==> config.mk <==
export PLATFORM = sky130hd
export DESIGN_NAME = ax25_address_text_encoder_flat
export DESIGN_NICKNAME = d
export VERILOG_FILES = /design/src/axe_pkg.sv /design/src/axe_if.sv /design/src/axe_scanner.sv /design/src/axe_job_fifo.sv /design/src/axe_emitter.sv /design/src/ax25_address_text_encoder.sv /design/src/flat_wrapper.sv
export SDC_FILE = /design/constraint.sdc
export NUM_CORES = 1
export LEC_CHECK = 0
export ABC_AREA = 1
export BUFFER_PORTS_ARGS = -buffer_cell sky130_fd_sc_hd__buf_2
export CAP_MARGIN = 0
export CORE_ASPECT_RATIO = 0.8
export CORE_MARGIN = 2
export CORE_UTILIZATION = 35
export CTS_BUF_LIST = sky130_fd_sc_hd__clkbuf_4
export DETAILED_ROUTE_END_ITERATION = 10
export SETUP_SLACK_MARGIN = 0.05
export SKIP_LAST_GASP = 1
export SYNTH_ARGS = -nofsm -noshare
export SYNTH_HDL_FRONTEND = slang
export SYNTH_SLANG_ARGS = --single-unit
==> constraint.sdc <==
create_clock -name clock -period 10.3 [get_ports clock]
set_input_delay 2.575 -clock clock [delete_from_list [all_inputs] [get_ports clock]]
set_output_delay 2.575 -clock clock [all_outputs]
set_load 0.02 [all_outputs]
==> src/axe_pkg.sv <==
// shared types and constants for the ax25 address text encoder
package axe_pkg;

   localparam int ADDR_CHARS = 6;
   localparam int POS_W = 3;

   localparam logic [7:0] CHAR_NUL = 8'h00;
   localparam logic [7:0] CHAR_DASH = 8'h2D;
   localparam logic [7:0] CHAR_ZERO = 8'h30;
   localparam logic [7:0] CHAR_NINE = 8'h39;
   localparam logic [7:0] CHAR_UPPER_A = 8'h41;
   localparam logic [7:0] CHAR_UPPER_Z = 8'h5A;
   localparam logic [7:0] CHAR_LOWER_A = 8'h61;
   localparam logic [7:0] CHAR_LOWER_Z = 8'h7A;
   localparam logic [7:0] CASE_OFFSET = 8'h20;

   localparam logic [7:0] PAD_BYTE = 8'h40;
   localparam logic [7:0] SSID_RES = 8'h60;
   localparam logic [7:0] SSID_MAX = 8'h0F;
   localparam logic [POS_W-1:0] SSID_POS = 3'd6;

   typedef logic [7:0] addr_byte_type;

   // one finished destination string, ready to be sent as address bytes
   typedef struct packed {
      logic ok;
      addr_byte_type [ADDR_CHARS-1:0] chars;
      addr_byte_type ssid_field;
   } axe_job_type;

endpackage

==> src/axe_if.sv <==
// valid/ready channel interfaces for text input and address output
interface axe_req_if;
   logic valid;
   logic ready;
   logic [7:0] char_code;
   logic end_of_text;
   logic final_address;

   modport source (output valid, output char_code, output end_of_text,
                   output final_address, input ready);
   modport sink (input valid, input char_code, input end_of_text,
                 input final_address, output ready);
endinterface

interface axe_rsp_if;
   logic valid;
   logic ready;
   logic [7:0] address_byte;
   logic [2:0] byte_position;
   logic parse_ok;
   logic last_of_run;

   modport source (output valid, output address_byte, output byte_position,
                   output parse_ok, output last_of_run, input ready);
   modport sink (input valid, input address_byte, input byte_position,
                 input parse_ok, input last_of_run, output ready);
endinterface

==> src/axe_scanner.sv <==
// front end: classifies text characters and builds one address job per string
module axe_scanner #(
   parameter int BASE_CHARS = 6,
   parameter int KEPT_LIMIT = 15
) (
   input  logic clock,
   input  logic reset,
   input  logic take,
   input  logic [7:0] char_code,
   input  logic end_of_text,
   input  logic final_address,
   output logic job_push,
   output axe_pkg::axe_job_type job
);
   import axe_pkg::*;

   localparam int KEPT_W = $clog2(KEPT_LIMIT + 1);
   localparam int BLEN_W = $clog2(BASE_CHARS + 2);

   logic [6:0] letters_ff [ADDR_CHARS];
   logic [6:0] letters_in [ADDR_CHARS];
   logic [KEPT_W-1:0] kept_ff, kept_in;
   logic [BLEN_W-1:0] blen_ff, blen_in;
   logic [3:0] ssid_ff, ssid_in;
   logic dash_ff, dash_in;
   logic ovf_ff, ovf_in;
   logic digit_ff, digit_in;
   logic invalid_ff, invalid_in;
   logic stopped_ff, stopped_in;

   logic [7:0] c_up;
   logic is_digit, is_alpha, is_dash, keep;
   logic [7:0] ssid_calc;
   logic ssid_ok;

   always_comb begin
      c_up = char_code;
      if (char_code >= CHAR_LOWER_A && char_code <= CHAR_LOWER_Z) begin
         c_up = char_code - CASE_OFFSET;
      end
      is_digit = (char_code >= CHAR_ZERO) && (char_code <= CHAR_NINE);
      is_alpha = (c_up >= CHAR_UPPER_A) && (c_up <= CHAR_UPPER_Z);
      is_dash = (char_code == CHAR_DASH);
      keep = !stopped_ff && (char_code != CHAR_NUL) && (is_alpha || is_digit || is_dash)
             && (int'(kept_ff) < KEPT_LIMIT);
      // ssid * 10 + digit, at most 159
      ssid_calc = ({4'd0, ssid_ff} << 3) + ({4'd0, ssid_ff} << 1) + (char_code - CHAR_ZERO);
   end

   always_comb begin
      letters_in = letters_ff;
      kept_in = kept_ff;
      blen_in = blen_ff;
      ssid_in = ssid_ff;
      dash_in = dash_ff;
      ovf_in = ovf_ff;
      digit_in = digit_ff;
      invalid_in = invalid_ff;
      stopped_in = stopped_ff;
      if (!stopped_ff && char_code == CHAR_NUL) begin
         stopped_in = 1'b1;
      end
      if (keep) begin
         kept_in = kept_ff + 1'b1;
         if (!dash_ff) begin
            if (is_dash) begin
               dash_in = 1'b1;
            end else begin
               for (int i = 0; i < ADDR_CHARS; i++) begin
                  if (int'(blen_ff) == i) begin
                     letters_in[i] = c_up[6:0];
                  end
               end
               if (int'(blen_ff) <= BASE_CHARS) begin
                  blen_in = blen_ff + 1'b1;
               end
            end
         end else if (is_digit) begin
            digit_in = 1'b1;
            if (ssid_calc > SSID_MAX) begin
               ovf_in = 1'b1;
            end
            ssid_in = ssid_calc[3:0];
         end else begin
            invalid_in = 1'b1;
         end
      end
   end

   // job assembled from the state including this character
   always_comb begin
      ssid_ok = dash_in && digit_in && !invalid_in && !ovf_in;
      job.ok = (blen_in != '0) && (int'(blen_in) <= BASE_CHARS);
      for (int i = 0; i < ADDR_CHARS; i++) begin
         if (int'(blen_in) > i) begin
            job.chars[i] = {letters_in[i], 1'b0};
         end else begin
            job.chars[i] = PAD_BYTE;
         end
      end
      job.ssid_field = SSID_RES | {3'd0, (ssid_ok ? ssid_in : 4'd0), 1'b0}
                       | {7'd0, final_address};
      job_push = take && end_of_text;
   end

   always_ff @(posedge clock) begin
      if (reset || job_push) begin
         for (int i = 0; i < ADDR_CHARS; i++) begin
            letters_ff[i] <= '0;
         end
         kept_ff <= '0;
         blen_ff <= '0;
         ssid_ff <= '0;
         dash_ff <= 1'b0;
         ovf_ff <= 1'b0;
         digit_ff <= 1'b0;
         invalid_ff <= 1'b0;
         stopped_ff <= 1'b0;
      end else if (take) begin
         letters_ff <= letters_in;
         kept_ff <= kept_in;
         blen_ff <= blen_in;
         ssid_ff <= ssid_in;
         dash_ff <= dash_in;
         ovf_ff <= ovf_in;
         digit_ff <= digit_in;
         invalid_ff <= invalid_in;
         stopped_ff <= stopped_in;
      end
   end

endmodule

==> src/axe_job_fifo.sv <==
// two-entry queue of address jobs between scanner and emitter
module axe_job_fifo (
   input  logic clock,
   input  logic reset,
   input  logic push,
   input  axe_pkg::axe_job_type push_job,
   input  logic pop,
   output logic full,
   output logic empty,
   output axe_pkg::axe_job_type head_job
);
   import axe_pkg::*;

   axe_job_type mem_ff [2];
   logic wr_ptr_ff, rd_ptr_ff;
   logic [1:0] count_ff;

   assign full = (count_ff == 2'd2);
   assign empty = (count_ff == 2'd0);
   assign head_job = mem_ff[rd_ptr_ff];

   always_ff @(posedge clock) begin
      if (push) begin
         mem_ff[wr_ptr_ff] <= push_job;
      end
   end

   always_ff @(posedge clock) begin
      if (reset) begin
         wr_ptr_ff <= 1'b0;
         rd_ptr_ff <= 1'b0;
         count_ff <= 2'd0;
      end else begin
         if (push) begin
            wr_ptr_ff <= !wr_ptr_ff;
         end
         if (pop) begin
            rd_ptr_ff <= !rd_ptr_ff;
         end
         priority case ({push, pop})
            2'b10: count_ff <= count_ff + 2'd1;
            2'b01: count_ff <= count_ff - 2'd1;
            default: count_ff <= count_ff;
         endcase
      end
   end

endmodule

==> src/axe_emitter.sv <==
// back end: walks the head job and sends its address bytes or an error
module axe_emitter (
   input  logic clock,
   input  logic reset,
   input  logic job_valid,
   input  axe_pkg::axe_job_type job,
   output logic job_pop,
   axe_rsp_if.source rsp
);
   import axe_pkg::*;

   logic [POS_W-1:0] pos_ff, pos_in;
   logic fire, last;

   always_comb begin
      last = !job.ok || (pos_ff == SSID_POS);
      fire = rsp.valid && rsp.ready;
      job_pop = fire && last;
      rsp.valid = job_valid;
      rsp.last_of_run = last;
      rsp.parse_ok = job.ok;
      rsp.byte_position = job.ok ? pos_ff : '0;
      if (!job.ok) begin
         rsp.address_byte = '0;
      end else if (pos_ff == SSID_POS) begin
         rsp.address_byte = job.ssid_field;
      end else begin
         rsp.address_byte = job.chars[pos_ff];
      end
      pos_in = pos_ff;
      if (fire) begin
         pos_in = last ? '0 : pos_ff + 1'b1;
      end
   end

   always_ff @(posedge clock) begin
      if (reset) begin
         pos_ff <= '0;
      end else begin
         pos_ff <= pos_in;
      end
   end

endmodule

==> src/ax25_address_text_encoder.sv <==
// top level of the ax25 destination address text encoder
//
//  channel   dir  handshake       payload
//  req_bus   in   valid / ready   char_code, end_of_text, final_address
//  rsp_bus   out  valid / ready   address_byte, byte_position, parse_ok, last_of_run
//
// a character is taken every cycle while the job queue has room; the scanner
// updates its counters in the transfer cycle itself
// each completed string becomes one job; the emitter sends seven bytes, one per
// cycle while the receiver is ready, or one error result
// reset is synchronous and clears scanner state, queue and byte counter
// a stalled output only backs up the two-entry queue; input stalls then
module ax25_address_text_encoder #(
   parameter int BASE_CHARS = 6,
   parameter int KEPT_LIMIT = 15
) (
   input  logic clock,
   input  logic reset,
   axe_req_if.sink req_bus,
   axe_rsp_if.source rsp_bus
);
   import axe_pkg::*;

   logic take;
   logic job_push, job_pop;
   logic q_full, q_empty;
   axe_job_type new_job, head_job;

   // input waits whenever the job queue is full, even for a character that does not finish a string
   assign req_bus.ready = !q_full;
   assign take = req_bus.valid && req_bus.ready;

   axe_scanner #(
      .BASE_CHARS(BASE_CHARS),
      .KEPT_LIMIT(KEPT_LIMIT)
   ) u_scanner (
      .clock(clock),
      .reset(reset),
      .take(take),
      .char_code(req_bus.char_code),
      .end_of_text(req_bus.end_of_text),
      .final_address(req_bus.final_address),
      .job_push(job_push),
      .job(new_job)
   );

   // decouples string parsing from byte-by-byte output
   axe_job_fifo u_fifo (
      .clock(clock),
      .reset(reset),
      .push(job_push),
      .push_job(new_job),
      .pop(job_pop),
      .full(q_full),
      .empty(q_empty),
      .head_job(head_job)
   );

   axe_emitter u_emitter (
      .clock(clock),
      .reset(reset),
      .job_valid(!q_empty),
      .job(head_job),
      .job_pop(job_pop),
      .rsp(rsp_bus)
   );

endmodule

==> src/flat_wrapper.sv <==
// flat-port wrapper written by rule: the top's interface ports become plain ports
module ax25_address_text_encoder_flat import axe_pkg::*;
#(
   parameter int BASE_CHARS = 6,
   parameter int KEPT_LIMIT = 15
)
  (clock, reset, req_bus_valid, req_bus_char_code, req_bus_end_of_text, req_bus_final_address, req_bus_ready, rsp_bus_valid, rsp_bus_address_byte, rsp_bus_byte_position, rsp_bus_parse_ok, rsp_bus_last_of_run, rsp_bus_ready);
  axe_req_if req_bus_i ();
  axe_rsp_if rsp_bus_i ();
  input  logic clock;
  input  logic reset;
  input wire logic [$bits(req_bus_i.valid)-1:0] req_bus_valid;
  input wire logic [$bits(req_bus_i.char_code)-1:0] req_bus_char_code;
  input wire logic [$bits(req_bus_i.end_of_text)-1:0] req_bus_end_of_text;
  input wire logic [$bits(req_bus_i.final_address)-1:0] req_bus_final_address;
  output wire logic [$bits(req_bus_i.ready)-1:0] req_bus_ready;
  output wire logic [$bits(rsp_bus_i.valid)-1:0] rsp_bus_valid;
  output wire logic [$bits(rsp_bus_i.address_byte)-1:0] rsp_bus_address_byte;
  output wire logic [$bits(rsp_bus_i.byte_position)-1:0] rsp_bus_byte_position;
  output wire logic [$bits(rsp_bus_i.parse_ok)-1:0] rsp_bus_parse_ok;
  output wire logic [$bits(rsp_bus_i.last_of_run)-1:0] rsp_bus_last_of_run;
  input wire logic [$bits(rsp_bus_i.ready)-1:0] rsp_bus_ready;
  assign req_bus_i.valid = req_bus_valid;
  assign req_bus_i.char_code = req_bus_char_code;
  assign req_bus_i.end_of_text = req_bus_end_of_text;
  assign req_bus_i.final_address = req_bus_final_address;
  assign req_bus_ready = req_bus_i.ready;
  assign rsp_bus_valid = rsp_bus_i.valid;
  assign rsp_bus_address_byte = rsp_bus_i.address_byte;
  assign rsp_bus_byte_position = rsp_bus_i.byte_position;
  assign rsp_bus_parse_ok = rsp_bus_i.parse_ok;
  assign rsp_bus_last_of_run = rsp_bus_i.last_of_run;
  assign rsp_bus_i.ready = rsp_bus_ready;
  ax25_address_text_encoder #(.BASE_CHARS(BASE_CHARS), .KEPT_LIMIT(KEPT_LIMIT)) u_core (.clock(clock), .reset(reset), .req_bus(req_bus_i), .rsp_bus(rsp_bus_i));
endmodule
---- Word-level counts from Yosys, hierarchy flattened ----
Memory sizes are Yosys's and may differ from the RTL's. A register that Yosys moved wholly into a read port is not among the register bits.
Index checks and enable logic that the tools add are counted.
word-level totals
  memories kept ........................... 1
  output and inout bits ................... 15
  bits in latches ......................... 0
  bits in registers ....................... 65
  logic and storage cells ................. 139
  memory bits (writable) .................. 112
  memory bits (read-only) ................. 0
operators by class
  bitwise gates (word level) .............. 1
  reduce and logical (&&, ||, !) cells .... 35
  multipliers ............................. 0
  eq/ne operators ......................... 10
  add/sub/neg operators ................... 9
  order comparisons ....................... 17
  shift-type cells ........................ 0
  multiplexer cells ....................... 48
  divide/modulo/power cells ............... 0
memories
  name                  words  width  rd ports  clocked after Yosys merged registers in  wr ports  line                RTL
  u_core.u_fifo.mem_ff  2      56     1         1                                        1         axe_job_fifo.sv:14  axe_job_type mem_ff [2];
operator list
  kind                                                 number
  two-way mux 42 bit                                   3
  two-way mux 8 bit                                    10
  two-way mux 7 bit                                    6
  binary-select mux 8 bit (select 3 bit)               1
  two-way mux 3 bit                                    6
  two-way mux 1 bit                                    17
  >= comparator 8 x 7 -> 1 bit, second input constant  2
  <= comparator 8 x 7 -> 1 bit, second input constant  2
  two-way mux 4 bit                                    4
  subtractor 8 x 6 -> 8 bit, second input constant     2
  == test 3 bit, second input constant                 5
  logical AND 1 bit                                    15
  adder 7 x 5 -> 8 bit                                 1
  adder 8 bit                                          1
  == test 8 x 6 -> 1 bit, second input constant        1
  >= comparator 8 x 6 -> 1 bit, second input constant  1
  > comparator 8 x 4 -> 1 bit, second input constant   1
  <= comparator 8 x 6 -> 1 bit, second input constant  1
  logical NOT 1 bit                                    8
  logical NOT 8 bit                                    1
  nonzero test 8 bit                                   1
  bitwise OR 7 x 1 -> 7 bit                            1
  adder 3 x 1 -> 3 bit, second input constant          2
  > comparator 3 x 1 -> 1 bit, second input constant   2
  other kinds (18)                                     26

---- Longest topological paths before layout ----
Gate-level depths: netlist of the first run.
  depth in word-level cells ............... 15
  gate-level depth with buffers ........... 18

---- Cells and area by module ----
A second synthesis of the first run with hierarchy kept.
unflattened totals
  cell total of the unflattened synthesis .. 1205
  area total of the unflattened synthesis .. 10202.3 sq um
modules (own cells, without submodules)
  module                     instances  cells an instance  area each (sq um)
  axe_scanner                1          801                4824.6
  axe_job_fifo               1          210                4458.0
  axe_emitter                1          190                902.1
  ax25_address_text_encoder  1          4                  17.5

---- Worst setup path before layout of the first run ----
OpenSTA, ideal clock, no wires.
  path kind ............................... in2reg
  from .................................... input req_bus_valid
  to ...................................... memory u_core.u_fifo.mem_ff[0][0] in the netlist's numbering, enable pin
  arrival ................................. 4.996 ns
  slack ................................... 4.850 ns
  setup time .............................. 0.454 ns
  stages .................................. 4
  data required time ...................... 9.846 ns
  cells stage by stage .................... nand2_2 -> inv_2 -> nand2_1 -> nor2_1
on the way
  longest elaborated chain between the ends .. 4
ends and longest elaborated chain
  element                                  line                             RTL
  start, declared                          flat_wrapper.sv:12               input wire logic [$bits(req_bus_i.valid)-1:0] req_bus_valid;
  logical AND 1 bit                        ax25_address_text_encoder.sv:31  assign take = req_bus.valid && req_bus.ready;
  logical AND 1 bit                        axe_scanner.sv:103               job_push = take && end_of_text;
  two-way mux 1 bit                        axe_job_fifo.sv:23               if (push) begin
  two-way mux 1 bit (not written as such)  axe_job_fifo.sv:24               mem_ff[wr_ptr_ff] <= push_job;
  end, declared                            axe_job_fifo.sv:14
Every way passes these cells.

---- Worst setup path after layout of the first run ----
  from .................................... register u_core.u_emitter.pos_ff[0]
  to ...................................... output rsp_bus_address_byte[1]
on the way
  longest elaborated chain between the ends .. 4
  elaborated cells between the ends (all ways) .. 5
  classes of those cells .................. 1 x eq/ne; 4 x mux
ends and longest elaborated chain
  element                                  line                RTL
  start, declared                          axe_emitter.sv:12   logic [POS_W-1:0] pos_ff, pos_in;
  start signal, assigned                   axe_emitter.sv:40   pos_ff <= pos_in;
  binary-select mux 8 bit (select 3 bit)   axe_emitter.sv:28   rsp.address_byte = job.chars[pos_ff];
  two-way mux 8 bit (not written as such)  axe_emitter.sv:28
  two-way mux 8 bit (*)                    axe_emitter.sv:25   end else if (pos_ff == SSID_POS) begin
  two-way mux 8 bit (*)                    axe_emitter.sv:23   if (!job.ok) begin
  end, declared                            flat_wrapper.sv:18  output wire logic [$bits(rsp_bus_i.address_byte)-1:0] rsp_bus_address_byte;
Mark *: on every way between the ends. The rest lies on a longest branch, timed or not. The select of a mux whose other input is x is not followed.

==> impl_metrics.csv, run 1 <==
group,metric,value,unit
routing,ant_nets,0,
placement,dp_worst_setup_slack,4.420,ns
run_status,outcome,"complete, no violations",
yosys,ys_ff_latch,162,
yosys,yosys_warnings,0,
critical_path,critPathCaptureType,"output port",
critical_path,path_class,"flip-flop to output port",
timing,min_period,5.673,ns
clock_network,cts_resized,0,
critical_path,cp_data_required_time,7.73,ns
final_layout,utilization,0.3809,
clock_network,htreeDepth,4,
global_routing,antenna_found_initial,1,
critical_path,crit_family,"buffers and inverters",
timing,clock_skew,0.03121,ns
clock_network,cts_buffers,17,
clock_network,postCtsSetupBuffers,0,
clock_network,clk_transition_reported_paths,0.15,ns
global_routing,grt_max_degree,89,
floorplanning,initial_core_util,0.3566,
timing,fmax,0.1763,GHz
yosys,syn_nets,1184,
placement,dpl.hpwl,16250,um
placement,placed_cell_area,9345,um2
power_and_ir_drop,power_leakage,3.820,nW
clock_network,cts_sinks,162,
clock_network,cts_tree,"done",
power_and_ir_drop,vdd_drop_max,70.75,uV
timing,rsz0062_at_grt,"no",
critical_path,critical-path-max-stage-delay,0.43,ns
critical_path,worst_path_max_delay_cell,"inv_1",
routing,drtIter0Drc,936,
final_layout,stdcell_area,9641,um2
floorplanning,fp.dieW,183.5,um
critical_path,worstPathArrival,3.10,ns
yosys,avgSynthCellArea,7.897,um2
yosys,synth_cells,1143,
timing,fin_setup_tns,0,ns
critical_path,cp_max_fo,24,
timing,worst-slew-pin-transition,1.053,ns
yosys,synth-async-reset-ratio,0,
global_routing,grt_usage,0.1868,
critical_path,setup.worst_path.start_class,"flip-flop",
final_layout,drive_gt1_frac,0.09852,
timing,setup_ws,4.627,ns
timing,relSlewSlack,0.2966,
clock_network,clk_latency,0.58,ns
final_layout,nNetsFinal,1175,
routing,drc,0,
clock_network,ctsRootBufferMaster,"clkbuf_4",
yosys,synth.distinct_cells,48,
yosys,syn_area,9026,um2
placement,dp_cells,1439,
global_routing,grt_first_pass_wirelength,39100,um
timing,final_hold_viol_count,0,
final_layout,area_growth,6.806,%
placement,gp_congestion,0.8729,
min_path,min_path_type,"flip-flop to flip-flop",
routing,wl_per_cell,16.72,um
clock_network,ctsHoldBuffers,0,
yosys,ys_seq_area_frac,0.4658,
routing,dr.pass1.iters,8,
timing,slew_viol_final,0,
routing,num_vias,7818,
floorplanning,core-area,25310,um2
floorplanning,rows,52,
critical_path,worstPathBufferInverterCount,4,
routing,via_per_inst,5.311,
global_routing,grt-ovfl-total,0,
routing,routed_wirelength,24610,um
floorplanning,die_y,147.6,um
timing,setup_violations,0,
clock_network,clockBufferDepth,2,
yosys,synth_edf_count,96,
final_layout,stdcell_count,1472,
floorplanning,io_pins,29,
placement,numPortBuffers,28,
yosys,synthFlopType,"edfxtp_1",
power_and_ir_drop,power_density,146.3,nW/um2
timing,min_period_over_period,0.5508,
global_routing,grt_pass1_vias,6865,
floorplanning,die_area,27100,um2
critical_path,crit_chain,"buf_4 > inv_1 > ha_1 > nand2_1 > inv_1 > nor2_1 > nand2_1 > o31ai_1 > buf_2",
run,max_cap_violations,0,
-- registers in the layout, indices dropped and copies added, names as in the netlist, 2 cells and up, named ones only --
signal and cells:
u_core.u_fifo.mem_ff 96, u_core.u_scanner.letters_ff 42, u_core.u_scanner.kept_ff 4, u_core.u_scanner.ssid_ff 4, u_core.u_emitter.pos_ff 3, u_core.u_scanner.blen_ff 3
u_core.u_fifo.count_ff 2
-- stage by stage --
| step | hold WS (ns) | power [W] |
|---|---|---|
| 2_1_floorplan | 0.4255 | 0.0009375 |
| 3_3_place_gp | 0.4355 | 0.001014 |
| 3_5_place_dp | 0.4446 | 0.001017 |
| 4_1_cts | 0.4646 | 0.001416 |
| 5_1_grt | 0.4864 | 0.001488 |
| 6_report | 0.4664 | 0.001411 |
-- power by group --
| part | switching, W | internal (W) |
|---|---|---|
| sequential | 0.0000211 | 0.000719 |
| combinational | 0.000187 | 0.0000779 |
| clock | 0.000248 | 0.000158 |
| total | 0.000456 | 0.000955 |
-- synthesized netlist by cell type (5+ instances only) --
library cell	count	area, um2
o21ai_0	199	996.0
edfxtp_1	96	2883
nor2_1	164	615.6
buf_2	10	50.05
clkbuf_1	40	150.1
o21ai_1	16	80.08
a31oi_1	5	31.28
buf_1	7	26.28
ha_1	24	300.3
dfxtp_1	66	1321
nand2_4	6	67.56
o22ai_1	11	68.82
a21oi_1	88	440.4
inv_1	66	247.7
inv_2	6	22.52
nand3_1	41	205.2
nand2_1	221	829.6
nand2_2	10	62.56
o221ai_1	11	96.34
-- metal layers --
metal,wire (um),track usage,vias up
li1,-,-,3873
met1,12640,0.2986,3673
met2,10080,0.2560,259
met3,1664,0.03498,13
met4,225,0.04200,0
met5,0,0,-
-- cells in the final DEF, fill, tap and decap left out, types with 2 or more instances in the layout --
| cell | count |
|---|---|
| fa_1 | 3 |
| clkinv_4 | 2 |
| o211ai_1 | 3 |
| o21ai_2 | 2 |
| clkinv_2 | 2 |
| inv_2 | 6 |
| inv_1 | 66 |
| a21oi_1 | 88 |
| or2_2 | 2 |
| inv_6 | 5 |
| ha_1 | 24 |
| nand2_2 | 10 |
| nor2_4 | 6 |
| nand2_1 | 221 |
| edfxtp_1 | 96 |
| o221ai_1 | 11 |
| nand3_1 | 41 |
| xnor2_1 | 2 |
| a31oi_1 | 5 |
| a21oi_2 | 2 |
| o22ai_1 | 11 |
| bufinv_16 | 2 |
| buf_4 | 10 |
| a21boi_0 | 2 |
| buf_2 | 28 |
| xor2_1 | 3 |
| o21ai_1 | 16 |
| dfxtp_1 | 66 |
| o21a_1 | 2 |
| nor2_1 | 162 |
| clkbuf_4 | 20 |
| nand3_2 | 2 |
| o21ai_0 | 199 |
| nand2_4 | 6 |
| nand4_1 | 4 |
| inv_4 | 2 |
| nor3_1 | 3 |
-- cells by family after synthesis --
family          Yosys count  synth area share
xor+xnor                  5          0.004853
fa+ha+maj                27           0.03992
compound gates          345            0.2046
buf+inv                 141           0.06681
flops                   162            0.4658
simple gates            463            0.2180
-- cell type report --
type / count / area (um2)
clock buffers: 20 / 150.1
repair buffers: 38 / 215.2
well taps: 324 / 405.4
multi-input cells: 840 / 4234
inverters: 75 / 286.5
flip-flops and latches: 162 / 4204
diodes: 1 / 2.502
clock inverters: 12 / 142.6
fillers: 2580 / 15670
-- worst reg2reg max path, stage by stage (launching register included) --
cell and delay [ns]:
dfxtp_1 0.67, inv_1 0.48, ha_1 0.45, nand2_1 0.05
o21ai_1 0.15, nand3_1 0.15, nand2_1 0.46, nand2_2 0.21
nor2_4 0.24, nor2_1 0.10
-- path summary, 6_finish.rpt --
path | startpoint | endpoint | slack (ns) | depth (start not counted)
hold / removal | u_core.u_fifo.rd_ptr_ff | flip-flop | 0.47 | 1
setup / recovery | u_core.u_emitter.pos_ff[0] | rsp_bus_address_byte[1] | 4.63 | 9
setup reg to reg | u_core.u_scanner.blen_ff[2] | u_core.u_fifo.mem_ff[0][10] | 7.08 | 9
hold reg to reg | u_core.u_fifo.rd_ptr_ff | flip-flop | 0.47 | 1
Power figures use the tool's default switching activity.
==> run 2, diff against run 1 <==
Clock period 10.3 ns to 4.87 ns, I/O delays scaled along.
==> run 2 against run 1 <==
Count of clock-buffer cells in the layout shrank 3. Critical endpoint unchanged. Sequential share of layout area shrank 0.37 points. Critical path type unchanged. Via count shrank 0.28%. Worst hold slack gained 0.00059 ns.
==> impl_metrics.csv, run 2 (synthesized netlist as in run 1, its figures left out) <==
group,metric,value,unit
routing,via_per_inst,5.271,
global_routing,antenna_found_initial,1,
final_layout,stdcell_area,9723,um2
timing,fin_setup_tns,0,ns
timing,slew_viol_final,0,
timing,rsz0062_at_grt,"no",
clock_network,cts_sinks,162,
global_routing,use_met2,0.2555,
clock_network,cts_resized,0,
critical_path,worstPathArrival,2.89,ns
placement,gp_congestion,0.8474,
final_layout,largest_reg_flops,96,
final_layout,multi_input_area,4234,um2
critical_path,cp_data_required_time,3.65,ns
clock_network,clockBufferDepth,2,
final_layout,stdcell_count,1479,
floorplanning,initial_core_util,0.3566,
timing,min_period_over_period,0.8436,
routing,dr.pass1.iters,6,
placement,placed_cell_area,9398,um2
routing,routed_wirelength,24560,um
final_layout,drive_gt1_frac,0.1040,
placement,dp_cells,1446,
routing,num_vias,7796,
global_routing,grt_first_pass_wirelength,39050,um
clock_network,postCtsSetupBuffers,0,
run_status,outcome,"complete, no violations",
floorplanning,die_area,27100,um2
critical_path,path_class,"flip-flop to output port",
global_routing,grt_pass1_vias,6897,
timing,final_hold_viol_count,0,
global_routing,grt-ovfl-total,0,
timing,clock_skew,0.01349,ns
floorplanning,die_y,147.6,um
critical_path,critPathCaptureType,"output port",
placement,dpl.hpwl,16240,um
timing,relSlewSlack,0.4202,
clock_network,cts_buffers,17,
power_and_ir_drop,power_leakage,3.860,nW
clock_network,clk_latency,0.60,ns
clock_network,ctsRootBufferMaster,"clkbuf_4",
routing,wl_per_cell,16.60,um
final_layout,regMostFlops,"u_core.u_fifo.mem_ff",
routing,ant_nets,0,
global_routing,global_route.usage.met1,0.2947,
power_and_ir_drop,vdd_drop_max,146.9,uV
timing,setup_ws,0.7615,ns
global_routing,grt_max_degree,89,
run,max_cap_violations,0,
floorplanning,rows,52,
global_routing,gr-usage-met3,0.04213,
timing,worst-slew-pin-transition,0.8698,ns
final_layout,final_common_cell,"nand2_1",
global_routing,gr-max-usage-layer,"met1",
final_layout,ff_latch_area,4204,um2
routing,drc,0,
floorplanning,core-area,25310,um2
final_layout,reg_top3,"u_core.u_fifo.mem_ff x96, u_core.u_scanner.letters_ff x42",
critical_path,cp_max_fo,28,
placement,dp_worst_setup_slack,0.6767,ns
final_layout,final_cell_mix,"221 x nand2_1, 199 x o21ai_0, 162 x nor2_1",
final_layout,fill_cells,2589,
clock_network,clk_transition_reported_paths,0.16,ns
timing,min_period,4.109,ns
placement,numPortBuffers,28,
floorplanning,fp.dieW,183.5,um
routing,drtIter0Drc,755,
min_path,min_path_type,"flip-flop to flip-flop",
floorplanning,io_pins,29,
clock_network,ctsHoldBuffers,0,
timing,hold_ws,0.4670,ns
global_routing,grt_usage,0.1874,
final_layout,area_growth,7.721,%
clock_network,htreeDepth,4,
timing,setup_violations,0,
power_and_ir_drop,power_density,310.1,nW/um2
clock_network,cts_tree,"done",
final_layout,nNetsFinal,1182,
timing,fmax,0.2434,GHz
critical_path,setup.worst_path.start_class,"flip-flop",
==> run 2: cell types whose count changed in the layout (fill, tap and decap cells not counted), sizes merged <==
cell / before / now
bufinv: 2 / 1
buf: 38 / 45
clkbuf: 20 / 17
inv: 80 / 84
==> run 2: area by class of cell <==
class                      count  area share
timing repair buffer          45     0.02754
clock buffer                  17     0.01313
antenna                        1   0.0002574
multi-input combinational    840      0.4355
tap                          324     0.04169
clock inverter                15     0.02007
sequential                   162      0.4324
inverter                      75     0.02947
==> run 2: where the power goes <==
group | internal [W] | switching [W]
clock | 0.000297 | 0.000589
combinational | 0.000168 | 0.000397
sequential | 0.00152 | 0.0000445
==> run 2: worst paths after layout <==
kind	cells after the start	endpoint	startpoint	slack [ns]
hold / removal	2	u_core.u_scanner.invalid_ff	u_core.u_scanner.invalid_ff	0.47
setup / recovery	9	rsp_bus_address_byte[1]	flip-flop	0.76
hold reg to reg	2	u_core.u_scanner.invalid_ff	u_core.u_scanner.invalid_ff	0.47
setup reg to reg	14	u_core.u_fifo.mem_ff[0][4]	u_core.u_scanner.ssid_ff[0]	1.65
==> run 2: stage by stage <==
| stage | total power, W | utilization |
|---|---|---|
| 2_1_floorplan | 0.001983 | - |
| 3_3_place_gp | 0.002148 | 0.3713 |
| 5_1_grt | 0.003181 | 0.3842 |
| 3_5_place_dp | 0.002153 | 0.3713 |
| 4_1_cts | 0.003032 | 0.3841 |
| 6_report | 0.003016 | 0.3842 |
==> run 2: critical path: stages (launching register included) <==
cell and delay [ns]:
dfxtp_1 0.34, inv_1 0.47, buf_4 0.42, o21ai_0 0.12, o221ai_1 0.21, o211ai_1 0.20
nand2_1 0.12, nand2_1 0.05, o31ai_1 0.11, buf_2 0.24
==> run 2: metal layers <==
metal	up-vias	part of all wire
met1	3630	0.52
met2	248	0.40
met4	0	0.013
met3	27	0.072
li1	3891	-
met5	-	0
